File: src/hw/rtl/clv_pkg.sv
// Package for the command line checksum validator.
// Holds the transfer payload types, character and status codes and the hex helper.
// Depends on nothing.
`timescale 1ns / 1ps

package clv_pkg;

  localparam logic [7:0] CharNul   = 8'd0;
  localparam logic [7:0] CharTab   = 8'd9;
  localparam logic [7:0] CharNl    = 8'd10;
  localparam logic [7:0] CharCr    = 8'd13;
  localparam logic [7:0] CharSpace = 8'd32;
  localparam logic [7:0] CharPlus  = 8'd43;
  localparam logic [7:0] CharComma = 8'd44;
  localparam logic [7:0] CharMinus = 8'd45;
  localparam logic [7:0] CharZero  = 8'd48;
  localparam logic [7:0] CharNine  = 8'd57;

  localparam logic [7:0] MinLineLen = 8'd4;
  localparam logic [7:0] TailDepth  = 8'd3;
  localparam logic [7:0] CountMax   = 8'd255;

  localparam logic [31:0] SeqMagLimit = 32'h8000_0000;
  localparam logic [31:0] SeqPosMax   = 32'h7FFF_FFFF;

  typedef enum logic [2:0] {
    STAT_OK        = 3'd0,
    STAT_SHORT     = 3'd1,
    STAT_CHECKSUM  = 3'd2,
    STAT_NO_COMMA  = 3'd3,
    STAT_OVERFLOW  = 3'd4
  } status_t;

  typedef enum logic [1:0] {
    PH_SKIP   = 2'd0,
    PH_DIGITS = 2'd1,
    PH_DONE   = 2'd2
  } seq_phase_t;

  typedef struct packed {
    logic [7:0] rx_byte;
  } rx_item_t;

  typedef struct packed {
    logic [2:0]         status;
    logic signed [31:0] sequence_res;
    logic [7:0]         line_length;
  } result_t;

  typedef struct packed {
    logic [7:0]       char_count;
    logic [2:0][7:0]  tail_chars;
    logic [7:0]       running_xor;
    logic             comma_seen;
    logic [31:0]      seq_accum;
    seq_phase_t       seq_phase;
    logic             seq_negative;
    logic             overflowed;
  } line_state_t;

  function automatic logic [7:0] hex_digit(input logic [3:0] v);
    logic [7:0] w;
    w = {4'd0, v};
    return (v < 4'd10) ? (8'd48 + w) : (8'd55 + w);
  endfunction

endpackage

File: src/hw/rtl/clv_line_track.sv
// Per-line state of the validator: counts, the three-character tail, the
// running XOR, comma detection and the decimal sequence parser. Uses clv_pkg.
`timescale 1ns / 1ps

module clv_line_track #(
  parameter int MAX_LINE = 255
) (
  input  logic                 clk,
  input  logic                 rst,
  input  logic                 step,
  input  logic                 clear,
  input  logic [7:0]           char_in,
  output clv_pkg::line_state_t st
);

  localparam int RawW = $clog2(MAX_LINE + 1);

  clv_pkg::line_state_t st_next;
  logic [RawW-1:0]      raw_count;
  logic [RawW-1:0]      raw_count_next;
  logic                 nul_seen;
  logic                 nul_seen_next;

  logic [7:0]  tc;
  logic        is_ws;
  logic        is_sign;
  logic        is_digit;
  logic        consumed;
  logic [35:0] prod;

  always_comb begin
    st_next        = st;
    raw_count_next = raw_count;
    nul_seen_next  = nul_seen;
    tc             = st.tail_chars[0];
    is_ws          = (tc == clv_pkg::CharSpace) ||
                     (tc >= clv_pkg::CharTab && tc <= clv_pkg::CharCr);
    is_sign        = (tc == clv_pkg::CharPlus) || (tc == clv_pkg::CharMinus);
    is_digit       = (tc >= clv_pkg::CharZero) && (tc <= clv_pkg::CharNine);
    consumed       = 1'b0;
    prod           = ({4'd0, st.seq_accum} << 3) + ({4'd0, st.seq_accum} << 1)
                     + {28'd0, tc - clv_pkg::CharZero};

    if (step) begin
      if (raw_count >= RawW'(MAX_LINE)) begin
        st_next.overflowed = 1'b1;
      end else begin
        raw_count_next = raw_count + RawW'(1);
      end

      if (!nul_seen) begin
        if (char_in == clv_pkg::CharNul) begin
          nul_seen_next = 1'b1;
        end else begin
          // The oldest tail character joins the checked part of the line.
          if (st.char_count >= clv_pkg::TailDepth) begin
            st_next.running_xor = st.running_xor ^ tc;
            if (!st.comma_seen) begin
              if (tc == clv_pkg::CharComma) begin
                st_next.comma_seen = 1'b1;
                st_next.seq_phase  = clv_pkg::PH_DONE;
              end else begin
                if (st.seq_phase == clv_pkg::PH_SKIP) begin
                  if (is_ws) begin
                    consumed = 1'b1;
                  end else if (is_sign) begin
                    st_next.seq_negative = (tc == clv_pkg::CharMinus);
                    st_next.seq_phase    = clv_pkg::PH_DIGITS;
                    consumed             = 1'b1;
                  end else begin
                    st_next.seq_phase = clv_pkg::PH_DIGITS;
                  end
                end
                if (!consumed && st_next.seq_phase == clv_pkg::PH_DIGITS) begin
                  if (is_digit) begin
                    st_next.seq_accum = (prod > {4'd0, clv_pkg::SeqMagLimit}) ?
                                        clv_pkg::SeqMagLimit : prod[31:0];
                  end else begin
                    st_next.seq_phase = clv_pkg::PH_DONE;
                  end
                end
              end
            end
          end
          st_next.tail_chars[0] = st.tail_chars[1];
          st_next.tail_chars[1] = st.tail_chars[2];
          st_next.tail_chars[2] = char_in;
          if (st.char_count < clv_pkg::CountMax) begin
            st_next.char_count = st.char_count + 8'd1;
          end
        end
      end
    end

    if (clear) begin
      st_next        = '0;
      raw_count_next = '0;
      nul_seen_next  = 1'b0;
    end
  end

  always_ff @(posedge clk) begin
    if (rst) begin
      st        <= '0;
      raw_count <= '0;
      nul_seen  <= 1'b0;
    end else begin
      st        <= st_next;
      raw_count <= raw_count_next;
      nul_seen  <= nul_seen_next;
    end
  end

endmodule

File: config.mk
export PLATFORM = sky130hd
export DESIGN_NAME = clv_line_track
export DESIGN_NICKNAME = d
export VERILOG_FILES = /design/src/hw/rtl/clv_pkg.sv /design/src/hw/rtl/clv_line_track.sv
export SDC_FILE = /design/constraint.sdc
export NUM_CORES = 1
export LEC_CHECK = 0
export BUFFER_PORTS_ARGS = -buffer_cell sky130_fd_sc_hd__buf_4
export CORE_MARGIN = 2
export CORE_UTILIZATION = 50
export DETAILED_ROUTE_END_ITERATION = 10
export PLACE_DENSITY_LB_ADDON = 0.15
export SLEW_MARGIN = 30
export SYNTH_ARGS = -nofsm -noshare
export SYNTH_HDL_FRONTEND = slang
export SYNTH_SLANG_ARGS = --single-unit
File: constraint.sdc
create_clock -name clk -period 7.55 [get_ports clk]
set_input_delay 1.1325 -clock clk [delete_from_list [all_inputs] [get_ports clk]]
set_output_delay 1.1325 -clock clk [all_outputs]
set_load 0.02 [all_outputs]
==> reports/qor.yml, run 1 <==
die:
  initial_utilization: 0.518
  die-area_um2: 12200
  row_count: 38
  core-area_um2: 10900
  die_height_um: 110
  io_pins: 89
  die_w_um: 110
synth:
  synth_flop_cell: "dfxtp_1"
  synth_edf_count: 0
  synth_top_area_share: 0.304
  synth_common_cells: "nand2_1, dfxtp_1, a21oi_1"
  syn_nets: 756
  synthCells: 673
  ys_seq_area_frac: 0.304
  synthArstFlopShare: 0
  synth_warnings: 0
  synth.distinct_cells: 63
  synth-seq-cells: 86
  yosys.area.top_type: "dfxtp_1"
  syn_area_per_cell_um2: 8.42
  netlist_area_um2: 5670
  synth.area.top_cells: "dfxtp_1, ha_1, nand2_1"
  synth.most_common_cell: "nand2_1"
setup_path:
  cp.required_ns: 7.77
  r2r_slack_ns: 2.83
  rr_startpoint: "tc[4]$_SDFFE_PP0P_"
  critPathKind: "flop to flop"
  cp-start-kind: "flop"
  end_kind: "flop"
  rr_endpoint: "st[13]$_SDFFE_PP0P_"
  reg2regPathDepth: 12
  cp.arrival_ns: 4.94
  cp_max_fo: 24
grt:
  use_met3: 0.0445
  antenna_found_initial: 0
  busiest_layer: "met2"
  grt_pass1_wl_um: 24100
  gr-usage-met1: 0.314
  grt_max_degree: 71
  met2_usage: 0.375
  grt_pass1_vias: 4989
  track_usage: 0.237
  overflow: 0
clock_tree:
  post-cts-setup-buffer-count: 0
  cts.sinks: 86
  htree_levels: 3
  cts-root-buf: "clkbuf_16"
  cts_made_buffers: 9
  clock_path_buffers: 2
  cts_tree: "built"
  clock_latency_ns: 0.35
  cts_resized: 0
  ctsHoldBuffers: 0
  clk_pin_slew_ns: 0.07
sta:
  slew_violations: 0
  fmax_mhz: 212
  max_slew_margin: 0.412
  fin_crit_sh: 0.625
  setup_violations: 0
  fin_crit_ns: 4.72
  finClkSkew_ns: 0.00610
  fin_tns_setup_ns: 0
  setup_slack_ns: 2.83
  rsz0062_at_grt: "no"
  hold_viol: 0
  worstMarginPinSlew_ns: 0.880
routing:
  drtIter0Drc: 368
  vias_per_cell: 5.86
  routed_wl_um: 14600
  drtPass1Iterations: 5
  routedWlPerCell_um: 16.3
  ant_nets: 0
  drc_errors: 0
  num_vias: 5233
min_path:
  worstHoldEndpoint: "st[0]$_SDFFE_PP0P_"
  hold_start: "st[0]$_SDFFE_PP0P_"
  whs_path_depth: 2
  hold_path_class: "flop to flop"
placement:
  gp_congestion: 0.924
  dp_hpwl_um: 10800
  place_ws_ns: 2.87
  postPlaceCellArea_um2: 6380
  portBuffers: 88
outcome:
  status: "finished, final reports clean"
pwr:
  leakage_nw: 2.90
  total_power_w: 0.000943
  irDropWorstVdd_mv: 0.135
  powerDensity_nw_per_um2: 141
finish:
  antenna_cells: 0
  design_area_um2: 6680
  num-fill-cells: 992
  syn2layout_area_growth_pct: 17.7
  final_nets: 831
  drive_above_1_share: 0.167
run:
  maxCapViolCount: 0
-- power breakdown --
group	internal, W	switching (W)	total [W]
logic	0.0000119	0.0000249	0.0000368
clock network	0.000234	0.000214	0.000448
registers	0.000456	0.00000253	0.000458
-- cell usage in the layout (no fill, tap or decap), types with 3 or more instances in the layout --
cell,synthesis,layout
a21o_1,10,10
a211oi_1,7,7
o41ai_2,6,6
nand2b_1,4,4
a31oi_1,10,10
xnor2_1,20,19
ha_1,65,65
nand3_1,8,8
and3_1,6,6
o41ai_1,5,5
inv_1,9,9
mux2i_1,4,4
a22o_1,6,6
a21boi_0,3,3
o21a_1,6,6
nor4_1,9,9
and2_1,4,4
nand4_1,13,13
or2_2,3,3
buf_4,3,93
nand2_1,120,120
o31ai_1,15,15
dfxtp_1,86,86
fa_1,6,6
a21oi_1,66,66
o21ai_0,22,22
o211ai_1,4,4
nor2_1,50,49
xor2_1,33,33
clkbuf_16,0,9
nor3_1,10,10
-- flip-flops by register name (all words and copies together), names as in the netlist --
signal,flops
tc,8
nul_seen,1
st,69
raw_count,8
-- layer usage --
metal | vias to the layer above | part of all wire | wire length [um]
met5 | - | 0 | 0
met4 | 0 | 0.029 | 421
met3 | 35 | 0.049 | 715
met2 | 135 | 0.46 | 6640
met1 | 2468 | 0.47 | 6780
li1 | 2595 | - | -
-- final cells by class --
class                           count  area, um2  area share
Timing Repair Buffer               93        698       0.105
Tap cell                          140        175      0.0262
Clock inverter                      7       72.6      0.0109
Sequential cell                    86       1720       0.258
Clock buffer                        9        225      0.0337
Inverter                            9       33.8     0.00506
Multi-Input combinational cell    549       3750       0.562
-- worst max-delay path, cell delays in order, from the launching register on --
cell and delay [ns]:
dfxtp_1 0.42, inv_1 0.13, ha_1 0.33, fa_1 0.44, ha_1 0.36, o211ai_1 0.25
o211a_1 0.24, o22ai_1 0.11, a211o_2 0.39, a211oi_1 0.27, mux2i_1 0.29, nand4_2 0.70
o41ai_1 0.65
-- stage by stage --
stage	utilization	cells	hold slack [ns]
4_1_cts	0.610	893	0.480
6_report	0.610	893	0.479
3_3_place_gp	0.583	877	0.461
5_1_grt	0.610	893	0.499
3_5_place_dp	0.583	877	0.468
2_1_floorplan	-	673	0.457
-- logic make-up (layout without fill, tap and decap cells) --
logic type | count (synthesis) | in the layout | share of synthesized area
compound gates | 183 | 183 | 0.219
xor+xnor | 53 | 53 | 0.0819
fa+ha+maj | 71 | 71 | 0.165
buf+inv | 38 | 118 | 0.0369
flops | 86 | 86 | 0.304
mux | 4 | 4 | 0.00706
simple gates | 238 | 238 | 0.187
-- worst max path at each step --
stage	from	endpoint	slack (ns)	cells after the start
finish	tc[4]$_SDFFE_PP0P_	st[13]$_SDFFE_PP0P_	2.83	12
global placement	step	st[12]$_SDFFE_PP0P_	3.08	9
detailed placement	tc[4]$_SDFFE_PP0P_	st[13]$_SDFFE_PP0P_	2.87	12
floorplan	tc[4]$_SDFFE_PP0P_	st[21]$_SDFFE_PP0P_	3.79	13
global route	tc[4]$_SDFFE_PP0P_	st[13]$_SDFFE_PP0P_	2.47	12
CTS	tc[4]$_SDFFE_PP0P_	st[13]$_SDFFE_PP0P_	2.86	12
Power figures use the tool's default switching activity.
==> inputs of run 2 (changes only) <==
Settings changed: ABC_AREA from default to 1.
Clock period 7.55 ns to 4.35 ns, I/O delays scaled along.
==> run 2 against run 1 <==
  * Maximum frequency up 25%
  * Final cell count up 45%
  * Synthesized area up 18%
  * Register-to-register slack worse by 2.3 ns
  * Largest cell class unchanged
  * Power up 82%
  * Critical path type unchanged
  * Synthesized cell count up 53%
  * Wire length up 24%
  * First-iteration DRC count down 3.0%
  * Sequential power up 76%
==> reports/qor.yml, run 2 <==
outcome:
  status: "finished, final reports clean"
clock_tree:
  ctsHoldBuffers: 0
  clk_pin_slew_ns: 0.06
  post-cts-setup-buffer-count: 0
  cts-root-buf: "clkbuf_16"
  cts_resized: 0
  cts_tree: "built"
  clock_path_buffers: 2
  htree_levels: 3
  cts.sinks: 86
  clock_latency_ns: 0.35
  cts_made_buffers: 9
routing:
  ant_nets: 0
  routed_wl_um: 18100
  routedWlPerCell_um: 14.0
  drtPass1Iterations: 5
  vias_per_cell: 5.23
  drtIter0Drc: 357
  num_vias: 6758
  drc_errors: 0
pwr:
  leakage_nw: 4.03
  p_clk_frac: 0.467
  irDropWorstVdd_mv: 0.207
  seqPwrFrac: 0.471
  powerDensity_nw_per_um2: 220
  power_switching_w: 0.000425
  combPwrFrac: 0.062
  p_int_w: 0.00129
  p_sw_frac: 0.248
synth:
  synth_top_area_share: 0.258
  ys_seq_area_frac: 0.258
  yosys.area.top_type: "dfxtp_1"
  synth.most_common_cell: "nand2_1"
  synth_common_cells: "nand2_1, inv_1, nor2_1"
  synthCells: 1032
  synth_flop_cell: "dfxtp_1"
  synth-seq-cells: 86
  syn_area_per_cell_um2: 6.47
  synth_edf_count: 0
  syn_nets: 1115
  synth.area.top_cells: "dfxtp_1, nand2_1, ha_1"
  synth_warnings: 0
  synthArstFlopShare: 0
  netlist_area_um2: 6670
  synth.distinct_cells: 40
sta:
  worstMarginPinSlew_ns: 0.817
  fmax_mhz: 265
  fin_tns_setup_ns: 0
  fin_crit_sh: 0.867
  finClkSkew_ns: 0.00644
  max_slew_margin: 0.455
  rsz0062_at_grt: "no"
  fin_crit_ns: 3.77
  setup_violations: 0
  hold_viol: 0
  slew_violations: 0
setup_path:
  cp-start-kind: "flop"
  critPathKind: "flop to flop"
  cp_max_fo: 16
  cp.arrival_ns: 4.03
  r2r_slack_ns: 0.58
  end_kind: "flop"
  cp.required_ns: 4.61
finish:
  final_common_cell: "nand2_1"
  drive_above_1_share: 0.134
  design_area_um2: 7790
  final_nets: 1193
  largest_reg_flops: 69
  largestRegisters: "st x69, raw_count x8, tc x8"
  most-common-layout-cells: "nand2_1, inv_1, nor2_1, buf_4, dfxtp_1"
  syn2layout_area_growth_pct: 16.7
  antenna_cells: 0
  largest-register: "st"
placement:
  dp_hpwl_um: 14000
  gp_congestion: 0.959
  portBuffers: 88
  postPlaceCellArea_um2: 7480
die:
  row_count: 42
  core-area_um2: 13100
  io_pins: 89
  die-area_um2: 14300
  initial_utilization: 0.508
  die_height_um: 120
  die_w_um: 120
grt:
  overflow: 0
  grt_max_degree: 75
  grt_pass1_vias: 6497
  grt_pass1_wl_um: 30400
  track_usage: 0.262
  antenna_found_initial: 0
min_path:
  hold_path_class: "flop to flop"
run:
  maxCapViolCount: 0
[run 2: cell count changes after synthesis, moves of 11 or more]
cell     before  now
nand2_1     120  262
nand3_2       0   12
nand3_1       8   79
o31ai_1      15    0
xnor2_1      20    4
xor2_1       33    5
nor2_1       50   98
a21oi_2       0   11
inv_1         9  147
o21ai_0      22   75
[run 2: final timing paths]
check	cells past startpoint	endpoint	start
setup / recovery	18	st[4]$_SDFFE_PP0P_	tc[4]$_SDFFE_PP0P_
hold / removal	2	nul_seen$_SDFFE_PP0P_	nul_seen$_SDFFE_PP0P_
setup reg to reg	18	st[4]$_SDFFE_PP0P_	tc[4]$_SDFFE_PP0P_
hold reg to reg	2	nul_seen$_SDFFE_PP0P_	nul_seen$_SDFFE_PP0P_
[run 2: routing by layer]
layer,global-route usage,share of wire,vias to the layer above
met3,0.0575,0.061,34
met2,0.452,0.47,178
li1,-,-,3528
met4,0.100,0.027,0
met1,0.319,0.44,3018
met5,0,0,-
[run 2: cell families after synthesis]
group	count (synthesis)	synth area share
and+or+nand+nor	511	0.338
AOI/OAI and AO/OA	179	0.147
buffers and inverters	176	0.105
DFF	86	0.258
adders and majority gates	71	0.140
xor gates and xnor gates	9	0.0118
[run 2: area by class of cell]
cell class	count	area (um2)
clock buffers	9	225
well taps	176	220
clock inverters	7	80.1
fillers	1367	5350
repair buffers	92	716
flip-flops and latches	86	1720
inverters	151	568
multi-input cells	770	4260
[run 2: power groups by stage]
| stage | clock network [W] | logic, W | registers [W] |
|---|---|---|---|
| 3_5_place_dp | 0 | 0.000106 | 0.000825 |
| 2_1_floorplan | 0 | 0.0000559 | 0.000834 |
| 3_3_place_gp | 0 | 0.000105 | 0.000825 |
| 6_report | 0.000799 | 0.000106 | 0.000807 |
| 5_1_grt | 0.000843 | 0.000119 | 0.000809 |
| 4_1_cts | 0.000810 | 0.000107 | 0.000807 |
[run 2: worst max-delay path, cell delays in order, from the launching register on]
cell     delay (ns)
dfxtp_1        0.37
inv_1          0.14
ha_1           0.33
fa_1           0.44
ha_1           0.39
nand2_1        0.15
nand3_2        0.13
nand2_1        0.08
nand2_1        0.13
xnor2_1        0.25
nand3_1        0.10
nor2_1         0.22
nand3_1        0.11
nor2_1         0.11
nand2_1        0.06
nand2_2        0.27
buf_12         0.21
nand3_1        0.08
a21oi_1        0.13
[run 2: metrics by stage]
step	power [W]	instances	setup WS (ns)	utilization	hold slack [ns]
floorplan	0.000890	1032	1.16	-	0.436
global placement	0.000930	1275	0.680	0.570	0.446
detailed placement	0.000931	1275	0.605	0.570	0.448
CTS	0.00172	1291	0.617	0.593	0.462
global route	0.00177	1291	0.259	0.593	0.481
finish	0.00171	1291	0.580	0.593	0.456
